===== src/rtl/core/bmw_pkg.sv =====
package bmw_pkg;

    localparam int BMW_MAX_RADIUS = 2;
    localparam int BMW_MAX_WIDTH  = 1024;

    // Source frame height limit and the row counter that covers it
    localparam int HEIGHT_LIMIT = 1024;
    localparam int ROW_W        = $clog2(HEIGHT_LIMIT);
    localparam int HGT_W        = ROW_W + 1;

    localparam int PIX_W = 8;
    localparam logic [PIX_W-1:0] PIX_FULL  = 8'hFF;
    localparam logic [PIX_W-1:0] PIX_EMPTY = 8'h00;

    // Structuring element mask: 5x5, row major, centered
    localparam int MASK_SIDE  = 5;
    localparam int MASK_REACH = 2;
    localparam int MASK_W     = MASK_SIDE * MASK_SIDE;
    localparam int MASK_IDX_W = $clog2(MASK_W);

    // Configuration port
    localparam int CFG_W     = MASK_W;
    localparam int CFG_IDX_W = 3;
    localparam int RAD_CFG_W = 2;
    localparam int DIM_CFG_W = 11;

    localparam logic [CFG_IDX_W-1:0] CFG_MODE         = 3'd0;
    localparam logic [CFG_IDX_W-1:0] CFG_X_RADIUS     = 3'd1;
    localparam logic [CFG_IDX_W-1:0] CFG_Y_RADIUS     = 3'd2;
    localparam logic [CFG_IDX_W-1:0] CFG_ELEMENT_MASK = 3'd3;
    localparam logic [CFG_IDX_W-1:0] CFG_IMAGE_WIDTH  = 3'd4;
    localparam logic [CFG_IDX_W-1:0] CFG_IMAGE_HEIGHT = 3'd5;

    localparam logic [RAD_CFG_W-1:0] RADIUS_RESET = 2'd1;
    localparam logic [MASK_W-1:0]    MASK_RESET   = 25'h1FF_FFFF;
    localparam logic [DIM_CFG_W-1:0] WIDTH_RESET  = 11'd640;
    localparam logic [DIM_CFG_W-1:0] HEIGHT_RESET = 11'd480;

    typedef enum logic
    {
        MODE_DILATE = 1'b0,
        MODE_ERODE  = 1'b1
    } bmw_mode_t;

    // Per-pixel flags that travel with a pixel from the scan counters
    typedef struct packed
    {
        logic produce;
        logic last;
    } bmw_tag_t;

endpackage


===== src/rtl/core/bmw_scan.sv =====
module bmw_scan
    import bmw_pkg::*;
#(
    parameter int MAX_WIDTH  = BMW_MAX_WIDTH,
    parameter int MAX_RADIUS = BMW_MAX_RADIUS,
    parameter int CW         = $clog2(MAX_WIDTH),
    parameter int WW         = (CW + 1 > DIM_CFG_W) ? CW + 1 : DIM_CFG_W,
    parameter int RW         = $clog2(MAX_RADIUS + 1),
    parameter int SW         = $clog2(2 * MAX_RADIUS)
)
(
    input  logic             clk,
    input  logic             rst_n,
    input  logic             accept,
    input  logic [WW-1:0]    width_eff,
    input  logic [HGT_W-1:0] height_eff,
    input  logic [RW-1:0]    x_rad,
    input  logic [RW-1:0]    y_rad,
    output logic [CW-1:0]    col,
    output logic [SW-1:0]    slot,
    output bmw_tag_t         tag
);

    localparam int LINES = 2 * MAX_RADIUS;

    logic [CW-1:0]    col_reg,  col_next;
    logic [ROW_W-1:0] row_reg,  row_next;
    logic [SW-1:0]    slot_reg, slot_next;

    logic             wrap_col;
    logic [HGT_W-1:0] row_pre;
    logic [SW-1:0]    slot_pre;
    logic [ROW_W-1:0] row_cur;
    logic [WW-1:0]    col_inc;
    logic [HGT_W-1:0] row_inc;

    function automatic logic [SW-1:0] slot_step(input logic [SW-1:0] s);
        logic [SW-1:0] r;
        r = (s == SW'(LINES - 1)) ? '0 : s + 1'b1;
        return r;
    endfunction

    always_comb
    begin
        // wrap counters left out of range by a configuration change
        wrap_col = WW'(col_reg) >= width_eff;
        row_pre  = wrap_col ? {1'b0, row_reg} + 1'b1 : {1'b0, row_reg};
        slot_pre = wrap_col ? slot_step(slot_reg) : slot_reg;
        if (row_pre >= height_eff)
        begin
            row_cur = '0;
            slot    = '0;
        end
        else
        begin
            row_cur = row_pre[ROW_W-1:0];
            slot    = slot_pre;
        end
        col = wrap_col ? '0 : col_reg;

        // advance to the next pixel position
        col_inc   = WW'(col) + 1'b1;
        row_inc   = {1'b0, row_cur} + 1'b1;
        col_next  = col_inc[CW-1:0];
        row_next  = row_cur;
        slot_next = slot;
        if (col_inc >= width_eff)
        begin
            col_next = '0;
            if (row_inc >= height_eff)
            begin
                row_next  = '0;
                slot_next = '0;
            end
            else
            begin
                row_next  = row_inc[ROW_W-1:0];
                slot_next = slot_step(slot);
            end
        end

        tag.produce = ({1'b0, row_cur} >= HGT_W'({y_rad, 1'b0}))
                   && (WW'(col) >= WW'({x_rad, 1'b0}));
        tag.last    = ({1'b0, row_cur} == height_eff - 1'b1)
                   && (WW'(col) == width_eff - 1'b1);
    end

    always_ff @(posedge clk or negedge rst_n)
    begin
        if (!rst_n)
        begin
            col_reg  <= '0;
            row_reg  <= '0;
            slot_reg <= '0;
        end
        else if (accept)
        begin
            col_reg  <= col_next;
            row_reg  <= row_next;
            slot_reg <= slot_next;
        end
    end

    a_slot_range: assert property (@(posedge clk) disable iff (!rst_n)
        slot_reg <= SW'(LINES - 1))
        else $error("line slot out of range");

    a_slot_row0: assert property (@(posedge clk) disable iff (!rst_n)
        row_reg == '0 |-> slot_reg == '0)
        else $error("line slot not aligned to row zero");

endmodule


===== config.mk =====
export PLATFORM = sky130hd
export DESIGN_NAME = bmw_scan
export DESIGN_NICKNAME = d
export VERILOG_FILES = /design/src/rtl/core/bmw_pkg.sv /design/src/rtl/core/bmw_scan.sv
export SDC_FILE = /design/constraint.sdc
export NUM_CORES = 1
export LEC_CHECK = 0
export ABC_CLOCK_PERIOD_IN_PS = 8400
export BUFFER_PORTS_ARGS = -buffer_cell sky130_fd_sc_hd__buf_2
export CAP_MARGIN = 10
export CORE_ASPECT_RATIO = 0.9
export CORE_MARGIN = 2
export CORE_UTILIZATION = 30
export DETAILED_ROUTE_END_ITERATION = 12
export GPL_ROUTABILITY_DRIVEN = 0
export PLACE_DENSITY_LB_ADDON = 0.12
export SETUP_SLACK_MARGIN = 0.15
export SKIP_CTS_REPAIR_TIMING = 1
export SLEW_MARGIN = 15
export SYNTH_ARGS = -nofsm -noshare
export SYNTH_HDL_FRONTEND = slang
export SYNTH_SLANG_ARGS = --single-unit

===== constraint.sdc =====
create_clock -name clk -period 8.4 [get_ports clk]
set_clock_uncertainty 0.15 [all_clocks]
set_input_delay 1.26 -clock clk [delete_from_list [all_inputs] [get_ports clk]]
set_output_delay 1.26 -clock clk [all_outputs]
set_load 0.03 [all_outputs]

==> reports/results.txt, run 1 <==
status = complete, no violations
placed cells = 719
Leak = 2.06 nW
Worst Hold Class = reg2reg
ratio of final minimum period to clock period = 0.918
largest net degree at the start of global routing = 37
Seq cells post-synth = 22
Vias = 3974
Mapped Area = 4050 um2
fin nets = 639
Seq/Total Area, Yosys = 0.136
final hold violation count = 0
Final Max Slew Viols = 0
Post-Syn Nets = 603
PnR Total Power = 1.41 mW
Worst-Skew Late Latency = 270 ps
first-pass GRT wire length = 21000 um
starting density of the core = 0.305
placed cell area = 4430 um2
headroom to the max-slew limit = 0.439
setup violators final = 0
DR WL/cell = 18.3 um
Post-synth EDFFs = 0
Top FF cell, synth = dfrtp_1
DR vias/cell = 5.50
# IOs = 43
MaxCap Viol Count = 0
htree depth = 1
core area = 13300 um2
clk slew on worst S/H paths = 70 ps
commonest cells after routing, fill and taps aside = 54 x ha_1, 45 x nand2_1, 44 x nor2_1
FFs w/ async S/R, synth = 1.00
die width = 126 um
Final Cell Area = 4540 um2
layout cell share with drive strength beyond 1 = 0.144
fmax = 130 MHz
final antenna-violating net count = 0
Core Rows = 40
remaining global-route overflow = 0
Clock Tree Buf Depth = 2
DRC marker count from the first detailed-route iteration = 412
startpoint types = input pin
Synth cell types = 77
Ys Warns = 0
critical path class = in2out
Cell Pwr Density = 310 nW/um2
CTS tree = done
Remaining DRCs = 0
sinks on the clock net = 22
Num CTS Buffers = 3
Worst Path Max Fanout = 6
Max VDD drop = 0.000141 V
setup slack at placement = 732 ps
CTS Root Cell = clkbuf_16
Crit. End Element = output pin
most common cell after layout, fill and taps aside = ha_1
initial antenna violation count = 0
Finished Layout Cells = 723
Critical Path AT = 6300 ps
CP required = 6990 ps
Final HPWL DP = 10600 um
I/O Buffers = 42
fin crit period = 7710 ps
WL final = 13200 um
RSZ-0062 raised after global routing = no
Mapped Avg Cell Area = 7.78 um2
Die Footprint = 14400 um2
Post-Syn Instances = 520
total global-route track usage = 0.185
actual slew at the worst max-slew pin = 833 ps
diodes inserted = 0
Setup TNS = 0 ps
die height = 114 um
Setup WS post-layout = 687 ps
number of global-route vias before repair = 3791
first-pass iteration count of the detailed router = 5
area grow syn2layout = 12.2%
-- layer usage --
layer  GRT usage  vias to the layer above  routed length (um)
met5           0                        -                   0
met1       0.281                     1895                6820
met3      0.0271                       10                 637
li1            -                     1976                   -
met2       0.279                       93                5580
met4      0.0300                        0                 174
-- through the flow --
step,hold WS (ps),utilization
final,424,0.342
after global routing,472,0.342
after CTS,432,0.342
after detailed placement,415,0.334
after global placement,404,0.334
after floorplan,371,-
-- final timing paths --
kind                         startpoint          end  slack, ps  depth (start not counted)
min in group asynchronous         rst_n   col_reg[0]        830                          1
setup reg to reg             col_reg[8]  slot_reg[1]       1810                         25
hold / removal              slot_reg[1]  slot_reg[1]        420                          2
hold reg to reg             slot_reg[1]  slot_reg[1]        420                          2
setup / recovery           width_eff[8]       tag[0]        690                         22
max in group asynchronous         rst_n   row_reg[6]       6880                          1
-- critical path, cell delays in order --
cell and delay, ps:
buf_2 140, inv_1 110, ha_1 340, a21o_1 190
a21oi_1 510, nor2_1 190, a21oi_4 240, mux2i_1 310
inv_1 70, ha_1 270, nand2_1 40, o21ai_0 220
nand4_1 230, a41oi_4 210, nor2_1 140, ha_1 370
o2111ai_1 180, a2111oi_2 310, nand4_1 250, nor4_1 290
and4_1 210, buf_2 190
-- cells by family after synthesis --
logic type / Yosys count / synth area share
flip-flops: 22 / 0.136
adder cells (fa/ha/maj): 54 / 0.167
buffers and inverters: 61 / 0.0606
AO/OA/AOI/OAI: 131 / 0.247
multiplexers: 8 / 0.0210
AND/OR/NAND/NOR: 196 / 0.257
XOR/XNOR: 48 / 0.110
-- cell usage after synthesis, types with 5 or more instances --
cell type	number	share of area
ha_1	54	0.17
nand2_1	45	0.042
nor2_1	44	0.041
inv_1	42	0.039
xnor2_1	34	0.074
nand3_1	30	0.037
o21ai_0	28	0.035
a21oi_1	26	0.032
dfrtp_1	22	0.14
nand4_1	13	0.020
nor3_1	13	0.016
xor2_1	12	0.026
a21o_1	11	0.020
a31oi_1	8	0.012
and3_1	7	0.011
clkbuf_1	7	0.0065
mux2i_1	7	0.017
nor3b_1	7	0.013
buf_2	6	0.0074
nor2b_1	5	0.0077
o21a_1	5	0.0093
-- power breakdown --
part | total (mW) | leakage (nW) | internal [mW] | switching [mW]
sequential | 0.208 | 0.258 | 0.143 | 0.0645
clock | 0.143 | 0.0511 | 0.0950 | 0.0480
combinational | 1.06 | 1.75 | 0.415 | 0.642
total | 1.41 | 2.06 | 0.653 | 0.754
-- area by class of cell --
cell class,count,area (um2)
repair buffers,49,263
clock inverters,1,30.0
well taps,168,210
multi-input cells,437,3250
fillers,1415,8720
inverters,43,161
flip-flops and latches,22,551
clock buffers,3,75.1
No activity file was read; power rests on OpenSTA's default activity.
==> run 2: changes to the inputs <==
ABC_AREA = 1   (was default)
BUFFER_PORTS_ARGS = -buffer_cell sky130_fd_sc_hd__buf_4   (was -buffer_cell sky130_fd_sc_hd__buf_2)
CAP_MARGIN = 30   (was 10)
==> run 2 against run 1 <==
Compared with the run above:
- first-iteration DRC count shrank 26%
- via count rose by 7.4%
- total power shrank 23%
- critical endpoint unchanged
- highest routed layer unchanged
==> reports/results.txt, run 2 <==
status = complete, no violations
MaxCap Viol Count = 0
RSZ-0062 raised after global routing = no
DR WL/cell = 15.8 um
sinks on the clock net = 22
slowest CP cell = nor2_4
hold slack = 414 ps
top sig layer = met4
DRC marker count from the first detailed-route iteration = 305
met1 WL = 7050 um
DR vias/cell = 5.02
number of global-route vias before repair = 3933
startpoint types = input pin
most frequent cell on the critical path = nand2_1
fillcell total = 1469
Hold Path Origin = slot_reg[1]
remaining global-route overflow = 0
Remaining DRCs = 0
htree depth = 1
RR Endpoint = row_reg[8]
largest cells by area after synthesis = ha_1 17%, nand2_1 15%, dfrtp_1 13%, inv_1 8.8%, nor2_1 6.1%
Num CTS Buffers = 3
fmax = 135 MHz
die height = 115 um
fin nets = 766
initial antenna violation count = 0
slowest stage delay, CP = 670 ps
CTS Root Cell = clkbuf_16
Post-Syn Nets = 726
Synth top area share = 0.165
first-pass GRT wire length = 21200 um
Die Footprint = 14600 um2
Leak = 2.57 nW
met3 wire len = 835 um
DR WL met2 = 5470 um
I/O Buffers = 42
Final HPWL DP = 11500 um
CP required = 6990 ps
most common cell after layout, fill and taps aside = nand2_1
starting density of the core = 0.307
Ys Warns = 0
R2R depth = 32
Setup TNS = 0 ps
post-synth top area cell = ha_1
Crit. End Element = output pin
Worst Path Max Fanout = 29
CTS tree = done
Post-Syn Instances = 643
Worst Hold Class = reg2reg
first-pass iteration count of the detailed router = 5
Worst Hold Path EP = slot_reg[1]
area grow syn2layout = 14.0%
# IOs = 43
Cell Pwr Density = 233 nW/um2
Mapped Area = 4090 um2
Max VDD drop = 0.000220 V
total global-route track usage = 0.184
Post-synth EDFFs = 0
layout cell share with drive strength beyond 1 = 0.155
WHS Path Cells = 2
Seq cells post-synth = 22
Worst R2R Start = col_reg[6]
core area = 13300 um2
clk slew on worst S/H paths = 70 ps
largest net degree at the start of global routing = 30
commonest cells after routing, fill and taps aside = 163 x nand2_1, 96 x inv_1, 66 x nor2_1
actual slew at the worst max-slew pin = 870 ps
headroom to the max-slew limit = 0.419
FFs w/ async S/R, synth = 1.00
final antenna-violating net count = 0
setup violators final = 0
Final Max Slew Viols = 0
count leader, synth = nand2_1
Mapped Avg Cell Area = 6.36 um2
final hold violation count = 0
Synth top cells by count = 163 x nand2_1, 96 x inv_1, 66 x nor2_1
Vias = 4270
fin crit period = 7380 ps
Seq/Total Area, Yosys = 0.135
Core Rows = 40
WL final = 13400 um
Worst-Skew Late Latency = 260 ps
ratio of final minimum period to clock period = 0.879
Synth cell types = 47
R2R Setup Slk = 2000 ps
die width = 127 um
Critical Path AT = 5970 ps
critical path class = in2out
diodes inserted = 0
Clock Tree Buf Depth = 2
Top FF cell, synth = dfrtp_1
==> run 2: logic make-up (layout without fill, tap and decap cells) <==
logic type,after synthesis,in the layout,share of synthesized area
AND/OR/NAND/NOR,361,361,0.427
buffers and inverters,109,148,0.109
AO/OA/AOI/OAI,67,67,0.0998
adder cells (fa/ha/maj),54,54,0.165
XOR/XNOR,30,30,0.0643
flip-flops,22,22,0.135
==> run 2: worst max-delay path by stage <==
stage | from | end | cells after the start
6_report | width_eff[6] | tag[0] | 29
5_1_grt | width_eff[6] | tag[0] | 29
4_1_cts | width_eff[5] | tag[0] | 31
3_5_place_dp | width_eff[5] | tag[0] | 31
3_3_place_gp | width_eff[6] | tag[0] | 29
2_1_floorplan | width_eff[9] | tag[0] | 29
==> run 2: power breakdown <==
part           switching (mW)  total, mW  internal, mW
Clock                  0.0420      0.137        0.0947
Combinational           0.476      0.738         0.262
Sequential             0.0712      0.211         0.140
Total                   0.589       1.09         0.497
==> run 2: worst max-delay path, delay by kind of cell <==
kind,cells,cell delay [ps]
AO/OA/AOI/OAI,1,210
buffers and inverters,5,730
AND/OR/NAND/NOR,20,3050
adder cells (fa/ha/maj),3,710
==> run 2: layer usage <==
layer | vias up | global-route usage
met5 | - | 0
met4 | 0 | 0.0168
met3 | 8 | 0.0223
met2 | 137 | 0.275
met1 | 1957 | 0.292
li1 | 2168 | -
==> run 2: through the flow <==
stage                     std cells  setup WS [ps]  instance area [um2]  total power, mW  utilization
after global placement          846           1070                 4550            0.945        0.342
after CTS                       850            975                 4660             1.08        0.350
final                           850           1020                 4660             1.09        0.350
after global routing            850            462                 4660             1.19        0.350
after floorplan                 643           2190                 4090            0.711            -
after detailed placement        846            999                 4550            0.943        0.342
==> run 2: area by class of cell <==
class / count / area [um2] / share of cell area
clock buffer: 3 / 75.1 / 0.0161
multi-input combinational: 512 / 3090 / 0.664
tap: 168 / 210 / 0.0451
clock inverter: 1 / 30.0 / 0.00645
timing repair buffer: 42 / 315 / 0.0677
sequential: 22 / 551 / 0.118
inverter: 102 / 385 / 0.0827
